**config.mk**
```make
export PLATFORM = sky130hd
export DESIGN_NAME = ir_distance_linearize_average
export DESIGN_NICKNAME = d
export VERILOG_FILES = /design/src/hdl/irdla_pkg.sv /design/src/hdl/irdla_div.sv /design/src/hdl/ir_distance_linearize_average.sv
export VERILOG_INCLUDE_DIRS = /design/src /design/src/hdl
export SDC_FILE = /design/constraint.sdc
export NUM_CORES = 1
export LEC_CHECK = 0
export ABC_AREA = 0
export BUFFER_PORTS_ARGS = -buffer_cell sky130_fd_sc_hd__buf_2
export CAP_MARGIN = 5
export CORE_ASPECT_RATIO = 0.75
export CORE_MARGIN = 5
export CORE_UTILIZATION = 61
export CTS_CLUSTER_SIZE = 20
export DETAILED_ROUTE_END_ITERATION = 10
export PLACE_DENSITY = 0.81
export SYNTH_ARGS = -nofsm -noshare
export SYNTH_HDL_FRONTEND = slang
export SYNTH_SLANG_ARGS = --single-unit
```
**constraint.sdc**
```tcl
create_clock -name clock -period 5.1 [get_ports clock]
set_clock_uncertainty 0.2 [all_clocks]
set_input_delay 1.53 -clock clock [delete_from_list [all_inputs] [get_ports clock]]
set_output_delay 1.53 -clock clock [all_outputs]
set_load 0.05 [all_outputs]
```
**src/hdl/assert_macros.svh**
```systemverilog
// assertion macros for the hdl folder
`ifndef ASSERT_MACROS_SVH
`define ASSERT_MACROS_SVH

`ifndef SYNTHESIS
`define ASSERT_PROP(name, clk, rst, prop, msg) \
   name: assert property (@(posedge clk) disable iff (rst) prop) else $error(msg);
`define ASSERT_NEVER(name, clk, rst, cond, msg) \
   name: assert property (@(posedge clk) disable iff (rst) !(cond)) else $error(msg);
`else
`define ASSERT_PROP(name, clk, rst, prop, msg)
`define ASSERT_NEVER(name, clk, rst, cond, msg)
`endif

`endif

```
**src/hdl/irdla_pkg.sv**
```systemverilog
package irdla_pkg;

   localparam int VOLT_W   = 12;
   localparam int DIST_W   = 24;
   localparam int SUM_W    = 32;
   localparam int COUNT_W  = 8;
   localparam int GAIN_W   = 24;
   localparam int OFFSET_W = 16;
   localparam int CSR_IDX_W  = 2;
   localparam int CSR_DATA_W = 24;
   localparam int STEP_W   = $clog2(SUM_W);

   localparam logic [DIST_W-1:0]   DIST_MAX       = '1;
   localparam logic [COUNT_W-1:0]  COUNT_RESET    = 8'd1;
   localparam logic [GAIN_W-1:0]   GAIN_RESET     = 24'd2823091;
   localparam logic [OFFSET_W-1:0] OFFSET_RESET   = 16'd30;

   localparam logic [CSR_IDX_W-1:0] REG_SAMPLE_COUNT = 2'd0;
   localparam logic [CSR_IDX_W-1:0] REG_GAIN         = 2'd1;
   localparam logic [CSR_IDX_W-1:0] REG_OFFSET       = 2'd2;

   typedef struct packed {
      logic busy;
      logic done;
   } div_stat_type;

endpackage

```
**src/hdl/irdla_div.sv**
```systemverilog
module irdla_div (
   input  logic                            clock,
   input  logic                            reset,
   input  logic                            start,
   input  logic [irdla_pkg::SUM_W-1:0]     dividend,
   input  logic [irdla_pkg::VOLT_W-1:0]    divisor,
   output irdla_pkg::div_stat_type         stat,
   output logic [irdla_pkg::SUM_W-1:0]     quotient
);

   logic                             busy_ff, busy_in;
   logic                             done_ff, done_in;
   logic [irdla_pkg::STEP_W-1:0]     step_ff, step_in;
   logic [irdla_pkg::SUM_W-1:0]      quot_ff, quot_in;
   logic [irdla_pkg::VOLT_W-1:0]     dsr_ff, dsr_in;
   logic [irdla_pkg::VOLT_W-1:0]     rem_ff, rem_in;
   logic [irdla_pkg::VOLT_W:0]       rem_sh;
   logic [irdla_pkg::VOLT_W:0]       rem_sub;
   logic                             fits;

   // one restoring step per cycle, quotient bits shift in behind the dividend
   always_comb begin
      rem_sh  = {rem_ff, quot_ff[irdla_pkg::SUM_W-1]};
      rem_sub = rem_sh - {1'b0, dsr_ff};
      fits    = (rem_sh >= {1'b0, dsr_ff});
      busy_in = busy_ff;
      done_in = 1'b0;
      step_in = step_ff;
      quot_in = quot_ff;
      dsr_in  = dsr_ff;
      rem_in  = rem_ff;
      if (start) begin
         busy_in = 1'b1;
         step_in = '1;
         quot_in = dividend;
         dsr_in  = divisor;
         rem_in  = '0;
      end else if (busy_ff) begin
         quot_in = {quot_ff[irdla_pkg::SUM_W-2:0], fits};
         rem_in  = fits ? rem_sub[irdla_pkg::VOLT_W-1:0] : rem_sh[irdla_pkg::VOLT_W-1:0];
         step_in = step_ff - 1'b1;
         if (step_ff == '0) begin
            busy_in = 1'b0;
            done_in = 1'b1;
         end
      end
   end

   always_ff @(posedge clock) begin
      if (reset) begin
         busy_ff <= 1'b0;
         done_ff <= 1'b0;
         step_ff <= '0;
      end else begin
         busy_ff <= busy_in;
         done_ff <= done_in;
         step_ff <= step_in;
      end
      quot_ff <= quot_in;
      dsr_ff  <= dsr_in;
      rem_ff  <= rem_in;
   end

   assign stat.busy = busy_ff;
   assign stat.done = done_ff;
   assign quotient  = quot_ff;

endmodule

```
**src/hdl/ir_distance_linearize_average.sv**
```systemverilog
// channel  | handshake             | payload
// req      | req_valid/req_ready   | req_voltage_mv[11:0]
// rsp      | rsp_valid/rsp_ready   | rsp_average_distance_q8[23:0], rsp_saturated
// csr      | csr_valid/csr_ready   | csr_index[1:0], csr_wdata[23:0]
//
// a sample goes through accept, 32 steps of the shared divider, its done state and
// the accumulate state; a zero voltage skips the divider
// the sample that ends a run then computes the mean on the same divider
// a held result does not stop the next sample; only a second result waits for rsp_ready
// reset clears the run state and loads the register defaults; csr is always ready
`include "assert_macros.svh"

module ir_distance_linearize_average (
   input  logic                                clock,
   input  logic                                reset,
   input  logic                                req_valid,
   output logic                                req_ready,
   input  logic [irdla_pkg::VOLT_W-1:0]        req_voltage_mv,
   output logic                                rsp_valid,
   input  logic                                rsp_ready,
   output logic [irdla_pkg::DIST_W-1:0]        rsp_average_distance_q8,
   output logic                                rsp_saturated,
   input  logic                                csr_valid,
   output logic                                csr_ready,
   input  logic [irdla_pkg::CSR_IDX_W-1:0]     csr_index,
   input  logic [irdla_pkg::CSR_DATA_W-1:0]    csr_wdata
);

   localparam logic [2:0] S_IDLE = 3'd0;
   localparam logic [2:0] S_LIN  = 3'd1;
   localparam logic [2:0] S_ACC  = 3'd2;
   localparam logic [2:0] S_AVG  = 3'd3;
   localparam logic [2:0] S_WAIT = 3'd4;

   logic [2:0]                          state_ff, state_in;
   logic [irdla_pkg::COUNT_W-1:0]       count_cfg_ff;
   logic [irdla_pkg::GAIN_W-1:0]        gain_cfg_ff;
   logic [irdla_pkg::OFFSET_W-1:0]      offset_cfg_ff;
   logic                                mv_zero_ff, mv_zero_in;
   logic [irdla_pkg::SUM_W-1:0]         sum_ff, sum_in;
   logic [irdla_pkg::COUNT_W-1:0]       taken_ff, taken_in;
   logic                                run_sat_ff, run_sat_in;
   logic                                end_sat_ff, end_sat_in;
   logic                                rsp_valid_ff, rsp_valid_in;
   logic [irdla_pkg::DIST_W-1:0]        avg_ff, avg_in;
   logic                                sat_out_ff, sat_out_in;

   logic                                div_start;
   logic [irdla_pkg::SUM_W-1:0]         div_dividend;
   logic [irdla_pkg::VOLT_W-1:0]        div_divisor;
   irdla_pkg::div_stat_type             div_stat;
   logic [irdla_pkg::SUM_W-1:0]         div_quot;

   logic                                req_fire;
   logic [irdla_pkg::DIST_W:0]          lin_sum;
   logic                                clip;
   logic [irdla_pkg::DIST_W-1:0]        lin_dist;
   logic [irdla_pkg::SUM_W-1:0]         new_sum;
   logic [irdla_pkg::COUNT_W:0]         taken_next;
   logic [irdla_pkg::COUNT_W:0]         run_len;
   logic                                end_run;
   logic                                load_out;

   irdla_div u_div (
      .clock    (clock),
      .reset    (reset),
      .start    (div_start),
      .dividend (div_dividend),
      .divisor  (div_divisor),
      .stat     (div_stat),
      .quotient (div_quot)
   );

   assign req_fire = req_valid && req_ready;

   always_comb begin
      lin_sum = {{(irdla_pkg::DIST_W + 1 - irdla_pkg::OFFSET_W){1'b0}}, offset_cfg_ff}
              + {1'b0, div_quot[irdla_pkg::DIST_W-1:0]};
      clip    = mv_zero_ff || lin_sum[irdla_pkg::DIST_W];
      lin_dist = clip ? irdla_pkg::DIST_MAX : lin_sum[irdla_pkg::DIST_W-1:0];
      new_sum = sum_ff + {{(irdla_pkg::SUM_W - irdla_pkg::DIST_W){1'b0}}, lin_dist};
      taken_next = {1'b0, taken_ff} + 1'b1;
      run_len = (count_cfg_ff == '0) ? {{irdla_pkg::COUNT_W{1'b0}}, 1'b1}
                                     : {1'b0, count_cfg_ff};
      end_run = (taken_next >= run_len);
      load_out = ((state_ff == S_AVG && div_stat.done) || state_ff == S_WAIT)
               && (!rsp_valid_ff || rsp_ready);
   end

   always_comb begin
      state_in     = state_ff;
      mv_zero_in   = mv_zero_ff;
      sum_in       = sum_ff;
      taken_in     = taken_ff;
      run_sat_in   = run_sat_ff;
      end_sat_in   = end_sat_ff;
      avg_in       = avg_ff;
      sat_out_in   = sat_out_ff;
      rsp_valid_in = (rsp_valid_ff && !rsp_ready);
      div_start    = 1'b0;
      div_dividend = {{(irdla_pkg::SUM_W - irdla_pkg::GAIN_W){1'b0}}, gain_cfg_ff};
      div_divisor  = req_voltage_mv;
      case (state_ff)
         S_IDLE: begin
            if (req_fire) begin
               mv_zero_in = (req_voltage_mv == '0);
               if (req_voltage_mv == '0) begin
                  state_in = S_ACC;
               end else begin
                  div_start = 1'b1;
                  state_in  = S_LIN;
               end
            end
         end
         S_LIN: begin
            if (div_stat.done) begin
               state_in = S_ACC;
            end
         end
         S_ACC: begin
            if (end_run) begin
               div_start    = 1'b1;
               div_dividend = new_sum;
               div_divisor  = {{(irdla_pkg::VOLT_W - irdla_pkg::COUNT_W){1'b0}},
                               taken_next[irdla_pkg::COUNT_W-1:0]};
               end_sat_in   = run_sat_ff || clip;
               sum_in       = '0;
               taken_in     = '0;
               run_sat_in   = 1'b0;
               state_in     = S_AVG;
            end else begin
               sum_in     = new_sum;
               taken_in   = taken_next[irdla_pkg::COUNT_W-1:0];
               run_sat_in = run_sat_ff || clip;
               state_in   = S_IDLE;
            end
         end
         S_AVG: begin
            if (div_stat.done) begin
               state_in = load_out ? S_IDLE : S_WAIT;
            end
         end
         S_WAIT: begin
            if (load_out) begin
               state_in = S_IDLE;
            end
         end
         default: begin
            state_in = S_IDLE;
         end
      endcase
      if (load_out) begin
         rsp_valid_in = 1'b1;
         avg_in       = div_quot[irdla_pkg::DIST_W-1:0];
         sat_out_in   = end_sat_ff;
      end
   end

   always_ff @(posedge clock) begin
      if (reset) begin
         state_ff      <= S_IDLE;
         sum_ff        <= '0;
         taken_ff      <= '0;
         run_sat_ff    <= 1'b0;
         rsp_valid_ff  <= 1'b0;
         count_cfg_ff  <= irdla_pkg::COUNT_RESET;
         gain_cfg_ff   <= irdla_pkg::GAIN_RESET;
         offset_cfg_ff <= irdla_pkg::OFFSET_RESET;
      end else begin
         state_ff     <= state_in;
         sum_ff       <= sum_in;
         taken_ff     <= taken_in;
         run_sat_ff   <= run_sat_in;
         rsp_valid_ff <= rsp_valid_in;
         if (csr_valid && csr_ready) begin
            case (csr_index)
               irdla_pkg::REG_SAMPLE_COUNT: count_cfg_ff <= csr_wdata[irdla_pkg::COUNT_W-1:0];
               irdla_pkg::REG_GAIN:         gain_cfg_ff  <= csr_wdata[irdla_pkg::GAIN_W-1:0];
               irdla_pkg::REG_OFFSET:    offset_cfg_ff <= csr_wdata[irdla_pkg::OFFSET_W-1:0];
               default: begin
               end
            endcase
         end
      end
      mv_zero_ff <= mv_zero_in;
      end_sat_ff <= end_sat_in;
      avg_ff     <= avg_in;
      sat_out_ff <= sat_out_in;
   end

   assign req_ready               = (state_ff == S_IDLE);
   assign csr_ready               = 1'b1;
   assign rsp_valid               = rsp_valid_ff;
   assign rsp_average_distance_q8 = avg_ff;
   assign rsp_saturated           = sat_out_ff;

   `ASSERT_PROP(a_lin_div_busy, clock, reset, (state_ff == S_LIN) |-> (div_stat.busy || div_stat.done), "divider idle while linearizing")
   `ASSERT_NEVER(a_done_stray, clock, reset, div_stat.done && !(state_ff == S_LIN || state_ff == S_AVG), "divider done outside a divide state")
   `ASSERT_NEVER(a_taken_range, clock, reset, taken_ff == '1, "sample counter past run limit")
   `ASSERT_PROP(a_rsp_drain, clock, reset, (rsp_valid_ff && rsp_ready && !load_out) |=> !rsp_valid_ff, "result word not released")

endmodule

```
==> Flow_metrics.wiki, run 1 <==
{| class="wikitable"
! Metric !! Value
|-
| Util after Layout || 69.6%
|-
| Final worst hold slack || 0.230 ns
|-
| Maximum buffer depth of the clock tree || 2
|-
| Flip-flop cell with the highest count after synthesis || sky130_fd_sc_hd__dfxtp_1
|-
| Data required time at the worst endpoint || 5.10 ns
|-
| Top cell family by delay on the critical path || compound AO/OA/AOI/OAI gates
|-
| Root buffer cell || sky130_fd_sc_hd__clkbuf_16
|-
| Number of vias after detailed routing || 9,526
|-
| Die Wd || 162 um
|-
| Synth warnings || 0
|-
| Combinational share of power || 28.7%
|-
| Global-route wire length before repair || 46,600 um
|-
| Crit path capture type || flip-flop
|-
| Clock share of power || 30.7%
|-
| Total of flip-flops plus latches after synthesis || 183
|-
| Worst-path fanout max || 6
|-
| Number of buffers inserted for hold repair after clock tree synthesis || 0
|-
| Final hold violations || 0
|-
| Power per unit of standard cell area || 374 nW/um^2
|-
| Worst endpoint data arrival time || 4.94 ns
|-
| FP Rows || 41
|-
| Full die area || 20,200 sq um
|-
| Clock Latency Late Sink || 0.45 ns
|-
| Number of slew-limit violations in the final report || 0
|-
| Register share of total power || 40.6%
|-
| P_leak || 4.81 nW
|-
| Net count reported at finish || 1,372
|-
| Transition time at the pin with the least slew margin || 1.18 ns
|-
| Starting Density || 62.6%
|-
| Delay of the slowest cell on the worst path || 0.47 ns
|-
| Run status || finished, final reports clean
|-
| GRT Util Overall || 28.6%
|-
| Number of optimization iterations in the first detailed-route pass || 8
|-
| Number of buffer and inverter instances along the worst setup path || 0
|-
| H-tree depth reported by CTS || 4
|-
| Crit-path slowest cell || sky130_fd_sc_hd__fa_1
|-
| Most used standard cell by instance count after synthesis || sky130_fd_sc_hd__nand2_1
|-
| Count of placed standard cells in the final layout, fillers left out || 1,512
|-
| Top post-synthesis cells by area || sky130_fd_sc_hd__dfxtp_1 21%, sky130_fd_sc_hd__edfxtp_1 20%, sky130_fd_sc_hd__ha_1 7.5%
|-
| Aggregate routed wire length || 29,400 um
|-
| Most numerous cell types in the synthesized netlist || 208 x sky130_fd_sc_hd__nand2_1, 127 x sky130_fd_sc_hd__a21oi_1, 112 x sky130_fd_sc_hd__dfxtp_1
|-
| Sequential fraction of the synthesis area || 41.2%
|-
| Number of antenna violations at the first check in global routing || 1
|-
| Number of placed cells counting well taps || 1,476
|-
| Setup WS post-layout || 0.160 ns
|-
| Type of the most critical hold path || flip-flop to flip-flop
|-
| Crit start category || flip-flop
|-
| Gate count of the mapped netlist || 1,214
|-
| Average wire length per cell after detail routing || 19.5 um
|-
| Final critical delay including setup and external delays || 4.94 ns
|-
| Post-detailed-placement half-perimeter wirelength || 20,700 um
|-
| Die height || 124 um
|-
| GP Congestion || 0.941
|-
| Cell type contributing the most total cell area after synthesis || sky130_fd_sc_hd__dfxtp_1
|-
| Max Fclk || 0.202 GHz
|-
| Number of buffers created by CTS || 17
|-
| Clock edge transition at the registers on the reported setup and hold paths || 0.07 ns
|-
| Count of buffers inserted at the top-level ports || 69
|-
| Maximum resistive drop on vdd || 0.230 mV
|-
| Final design area excluding fillers || 11,800 sq um
|-
| Placeable Area || 17,000 sq um
|-
| Io pins || 71
|-
| Total of max-cap violations || 0
|-
| Synth unique cells || 82
|-
| Async S/R FF share, synth || 0%
|-
| Fraction of layout instances using a drive strength above 1 || 12.6%
|-
| DRC violation count after routing || 0
|-
| Internal power component || 2.87 mW
|-
| Starting DRC count in detailed routing || 1,324
|-
| CTS tree || done
|-
| Post-Place Worst Slack || 0.0524 ns
|-
| Layout area overhead || 11.2%
|-
| Sink Count || 183
|-
| Maximum number of pins on one net before global-route repair || 46
|-
| Total net switching power || 1.55 mW
|-
| Global route total overflow || 0
|-
| Final setup violation count || 0
|-
| Synthesized netlist net count || 1,324
|-
| Rel. slew slack || 20.6%
|-
| Critical-path cell list || ha_1 -> fa_1 -> a211oi_4 -> o21bai_1 -> a21oi_2 -> o21ai_0 -> a21oi_1 -> xor2_1 -> nand2_1 -> ha_1 -> a21o_1 -> a21o_1 -> a221o_2 -> o31a_1 -> a21boi_2 -> xnor2_1 -> o21a_1
|-
| Switching fraction of total power || 35.0%
|-
| Area fraction of the dominant cell type after synthesis || 21.1%
|-
| Netlist Area Pre-Place || 10,600 sq um
|-
| EDFF count, synth || 71
|-
| Via count of the first global-routing pass || 8,810
|-
| Via density per instance || 6.30
|-
| Category of the most critical setup path || flip-flop to flip-flop
|-
| Post-DRT Antenna Nets || 0
|-
| Post-placement cell area || 11,200 sq um
|-
| Syn Area/Cell || 8.75 sq um
|-
| Final critical-path share of the clock period || 96.9%
|}
## stage by stage
step / TNS [ns] / power (mW)
floorplan: 0 / 2.71
global placement: 0 / 3.00
detailed placement: 0 / 3.02
CTS: 0 / 4.37
global route: -0.0677 / 4.61
finish: 0 / 4.42
## state kept, by name (all words and copies together), names as in the netlist, 3 cells and up
signal / flops
u_div.step_ff: 5
rsp_average_distance_q8: 24
count_cfg_ff: 8
taken_ff: 8
u_div.dsr_ff: 12
state_ff: 3
sum_ff: 32
u_div.quotient: 32
gain_cfg_ff: 24
offset_cfg_ff: 16
u_div.rem_ff: 12
## final cells by class
class / instances / area, sq um
diodes: 1 / 2.50
fillers: 1315 / 5160
clock inverters: 15 / 175
clock buffers: 17 / 425
flip-flops and latches: 183 / 4370
well taps: 236 / 295
multi-input cells: 927 / 5880
inverters: 44 / 165
repair buffers: 89 / 495
## final timing paths
check                                                 start                           end  slack (ns)  depth (start not counted)
worst max-delay path            u_div.quotient[0]$_DFFE_PP_  u_div.quotient[21]$_DFFE_PP_        0.16                         17
worst min register to register         end_sat_ff$_DFFE_PP_       rsp_saturated$_DFFE_PP_        0.23                          0
worst min-delay path                   end_sat_ff$_DFFE_PP_       rsp_saturated$_DFFE_PP_        0.23                          0
worst max register to register  u_div.quotient[0]$_DFFE_PP_  u_div.quotient[21]$_DFFE_PP_        0.16                         17
## power by group through the flow
| stage | sequential (mW) | clock, mW | combinational (mW) |
|---|---|---|---|
| finish | 1.79 | 1.36 | 1.27 |
| global route | 1.80 | 1.43 | 1.38 |
| CTS | 1.79 | 1.36 | 1.22 |
| detailed placement | 1.82 | 0 | 1.20 |
| global placement | 1.82 | 0 | 1.18 |
| floorplan | 1.77 | 0 | 0.940 |
## metal layers
layer  share of wire, %  global-route usage, %
met2                 44                   42.9
met3                8.8                   5.82
met5                  0                      0
met1                 45                   42.1
met4                1.9                   7.51
## layout by cell type (no fill, tap or decap), types with 8 or more instances in the layout
cell type / synthesis / final
sky130_fd_sc_hd__a21oi_1: 127 / 124
sky130_fd_sc_hd__inv_1: 42 / 42
sky130_fd_sc_hd__ha_1: 64 / 64
sky130_fd_sc_hd__nand2_1: 208 / 208
sky130_fd_sc_hd__and2_1: 17 / 17
sky130_fd_sc_hd__o211ai_1: 8 / 8
sky130_fd_sc_hd__mux2i_1: 9 / 9
sky130_fd_sc_hd__clkbuf_16: 0 / 17
sky130_fd_sc_hd__xor2_1: 29 / 29
sky130_fd_sc_hd__dfxtp_1: 112 / 112
sky130_fd_sc_hd__nand2b_1: 15 / 15
sky130_fd_sc_hd__nand3b_1: 21 / 21
sky130_fd_sc_hd__nor3_1: 17 / 16
sky130_fd_sc_hd__edfxtp_1: 71 / 71
sky130_fd_sc_hd__o21ai_0: 69 / 65
sky130_fd_sc_hd__nor2b_1: 17 / 16
sky130_fd_sc_hd__nand4_1: 10 / 10
sky130_fd_sc_hd__a21o_1: 21 / 21
sky130_fd_sc_hd__xnor2_1: 29 / 29
sky130_fd_sc_hd__buf_2: 14 / 69
sky130_fd_sc_hd__nand3_1: 32 / 32
sky130_fd_sc_hd__a22oi_1: 12 / 12
sky130_fd_sc_hd__buf_4: 2 / 20
sky130_fd_sc_hd__a31oi_1: 15 / 14
sky130_fd_sc_hd__nor2_1: 68 / 68
## cell families after synthesis
| family | count (synthesis) | synth area share, % |
|---|---|---|
| flops | 183 | 41.2 |
| compound gates | 340 | 20.7 |
| mux | 11 | 1.06 |
| other cells | 1 | 0.0353 |
| xor+xnor | 58 | 4.78 |
| fa+ha+maj | 67 | 8.10 |
| simple gates | 450 | 20.2 |
| buf+inv | 104 | 3.94 |
## what timing repair did
item                                    CTS  global route
pin swaps                                 0             4
gates resized for setup                   1            11
buffers inserted                          0             3
endpoints found under the setup margin    1            32
Power figures use the tool's default switching activity.
==> inputs of run 2 (changes only) <==
--- a/config.mk
+++ b/config.mk
@@ -7,14 +7,13 @@
 export NUM_CORES = 1
 export LEC_CHECK = 0
 export ABC_AREA = 0
-export BUFFER_PORTS_ARGS = -buffer_cell sky130_fd_sc_hd__buf_2
 export CAP_MARGIN = 5
 export CORE_ASPECT_RATIO = 0.75
-export CORE_MARGIN = 5
-export CORE_UTILIZATION = 61
+export CORE_UTILIZATION = 52
 export CTS_CLUSTER_SIZE = 20
 export DETAILED_ROUTE_END_ITERATION = 10
-export PLACE_DENSITY = 0.81
+export DONT_BUFFER_PORTS = 1
+export PLACE_DENSITY = 0.68
 export SYNTH_ARGS = -nofsm -noshare
 export SYNTH_HDL_FRONTEND = slang
 export SYNTH_SLANG_ARGS = --single-unit
==> Flow_metrics.wiki, run 2 (synthesis results as in run 1) <==
{| class="wikitable"
! Metric !! Value
|-
| Run status || finished, final reports clean
|-
| Final-layout fill cell count || 1,715
|-
| Register-to-register setup slack || 0.24 ns
|-
| Starting DRC count in detailed routing || 962
|-
| Starting Density || 54.1%
|-
| Placeable Area || 19,700 sq um
|-
| Final hold violations || 0
|-
| Clock Latency Late Sink || 0.44 ns
|-
| Worst r2r path cells || 17
|-
| P_leak || 4.59 nW
|-
| Most common cell after layout, fill and taps aside || sky130_fd_sc_hd__nand2_1
|-
| Number of vias after detailed routing || 8,953
|-
| Global-route wire length before repair || 47,600 um
|-
| Worst Hold Launch || end_sat_ff$_DFFE_PP_
|-
| Maximum number of pins on one net before global-route repair || 86
|-
| Global route total overflow || 0
|-
| Worst-path fanout max || 16
|-
| Via density per instance || 6.09
|-
| Sink Count || 183
|-
| Full die area || 21,000 sq um
|-
| Hold Path Sink || rsp_saturated$_DFFE_PP_
|-
| Antenna Diode Count || 0
|-
| Number of buffers inserted for hold repair after clock tree synthesis || 0
|-
| Number of optimization iterations in the first detailed-route pass || 5
|-
| Final Power || 4.43 mW
|-
| Max Fclk || 0.206 GHz
|-
| Worst endpoint data arrival time || 4.83 ns
|-
| Crit path capture type || flip-flop
|-
| Number of buffers created by CTS || 17
|-
| Count of buffers inserted at the top-level ports || 0
|-
| Net count reported at finish || 1,313
|-
| Layout area overhead || 9.15%
|-
| Total of max-cap violations || 0
|-
| Reg2reg end || u_div.quotient[29]$_DFFE_PP_
|-
| Start point of the critical path || u_div.quotient[0]$_DFFE_PP_
|-
| H-tree depth reported by CTS || 4
|-
| GP Congestion || 0.933
|-
| Die Wd || 167 um
|-
| Root buffer cell || sky130_fd_sc_hd__clkbuf_16
|-
| Sequential Area || 4370 sq um
|-
| Final critical-path share of the clock period || 95.4%
|-
| Final critical delay including setup and external delays || 4.86 ns
|-
| Data required time at the worst endpoint || 5.06 ns
|-
| CTS tree || done
|-
| Transition time at the pin with the least slew margin || 1.27 ns
|-
| Most used cells in the layout excluding fill and tap cells || 208 x sky130_fd_sc_hd__nand2_1, 124 x sky130_fd_sc_hd__a21oi_1, 112 x sky130_fd_sc_hd__dfxtp_1
|-
| GRT Util Overall || 29.1%
|-
| Setup repair after global routing missed its margin || false
|-
| Number of buffer and inverter instances along the worst setup path || 1
|-
| FP Rows || 44
|-
| Via count of the first global-routing pass || 8,437
|-
| Maximum resistive drop on vdd || 0.276 mV
|-
| Sum of negative setup slack || 0 ns
|-
| Io pins || 71
|-
| Post-DRT Antenna Nets || 0
|-
| Final setup violation count || 0
|-
| Fraction of layout instances using a drive strength above 1 || 8.63%
|-
| RR Startpoint || u_div.quotient[0]$_DFFE_PP_
|-
| Critical-path cell list || ha_1 -> fa_2 -> a211oi_4 -> o21ai_2 -> nand4_1 -> a31oi_2 -> a31oi_4 -> buf_12 -> nand2_1 -> ha_1 -> a21o_1 -> a21o_1 -> a221o_2 -> o211ai_1 -> a311o_1 -> xor2_1 -> o21ai_0
|-
| Type of the most critical hold path || flip-flop to flip-flop
|-
| Die height || 126 um
|-
| Average wire length per cell after detail routing || 20.3 um
|-
| Post-detailed-placement half-perimeter wirelength || 20,900 um
|-
| Crit-path slowest cell || sky130_fd_sc_hd__a221o_2
|-
| Aggregate routed wire length || 29,800 um
|-
| Multi-input logic area || 5890 sq um
|-
| Clock edge transition at the registers on the reported setup and hold paths || 0.07 ns
|-
| Rel. slew slack || 15.6%
|-
| Crit start category || flip-flop
|-
| Delay of the slowest cell on the worst path || 0.46 ns
|-
| Cell depth of the worst hold path || 0
|-
| Category of the most critical setup path || flip-flop to flip-flop
|-
| Number of slew-limit violations in the final report || 0
|-
| Maximum buffer depth of the clock tree || 2
|-
| Power per unit of standard cell area || 382 nW/um^2
|-
| Top cell family by delay on the critical path || compound AO/OA/AOI/OAI gates
|-
| DRC violation count after routing || 0
|-
| Number of antenna violations at the first check in global routing || 0
|}
## run 2: changes by cell type in the layout (fill, tap and decap cells not counted), sizes merged
cell	delta
inv	-4
clkinv	-1
clkbuf	+3
diode	-1
clkinvlp	+2
buf	-59
## run 2: power by group
part | internal (mW) | switching [mW]
registers | 1.67 | 0.126
logic | 0.501 | 0.752
clock network | 0.748 | 0.631
## run 2: how the worst max path moves through the flow
stage	endpoint	slack [ns]	cells after the start
2_1_floorplan	u_div.quotient[21]$_DFFE_PP_	0.53	17
3_3_place_gp	u_div.quotient[29]$_DFFE_PP_	0.14	17
3_5_place_dp	u_div.quotient[29]$_DFFE_PP_	0.02	17
4_1_cts	u_div.quotient[28]$_DFFE_PP_	0.002	17
5_1_grt	u_div.quotient[28]$_DFFE_PP_	0.01	18
6_report	u_div.quotient[29]$_DFFE_PP_	0.24	17
## run 2: what timing repair did
item	in CTS	in global routing
buffers inserted	0	3
setup endpoints to repair	0	39
gates resized for setup	0	12
## run 2: cell type report
type	count	share of cell area, %
Multi-Input combinational cell	927	50.8
Sequential cell	183	37.7
Clock buffer	20	4.13
Tap cell	253	2.73
Timing Repair Buffer	30	2.05
Inverter	44	1.42
Clock inverter	12	1.12
## run 2: per-layer routing
metal	vias to the layer above	global-route usage, %	part of all wire [%]
met5	-	0	0
met4	0	4.68	0.74
met3	18	6.57	7.9
met2	328	42.7	42
met1	4274	44.0	49
li1	4333	-	-
## run 2: stage by stage
| stage | cell area, sq um | utilization (%) | hold slack, ns | worst slack, ns | instances |
|---|---|---|---|---|---|
| 3_5_place_dp | 10900 | 55.6 | 0.212 | 0.0234 | 1434 |
| 4_1_cts | 11500 | 58.7 | 0.237 | 0.00243 | 1466 |
| 3_3_place_gp | 10900 | 55.6 | 0.211 | 0.139 | 1434 |
| 2_1_floorplan | 10600 | - | 0.200 | 0.532 | 1214 |
| 6_report | 11600 | 59.0 | 0.238 | 0.236 | 1469 |
| 5_1_grt | 11600 | 59.0 | 0.253 | 0.0107 | 1469 |
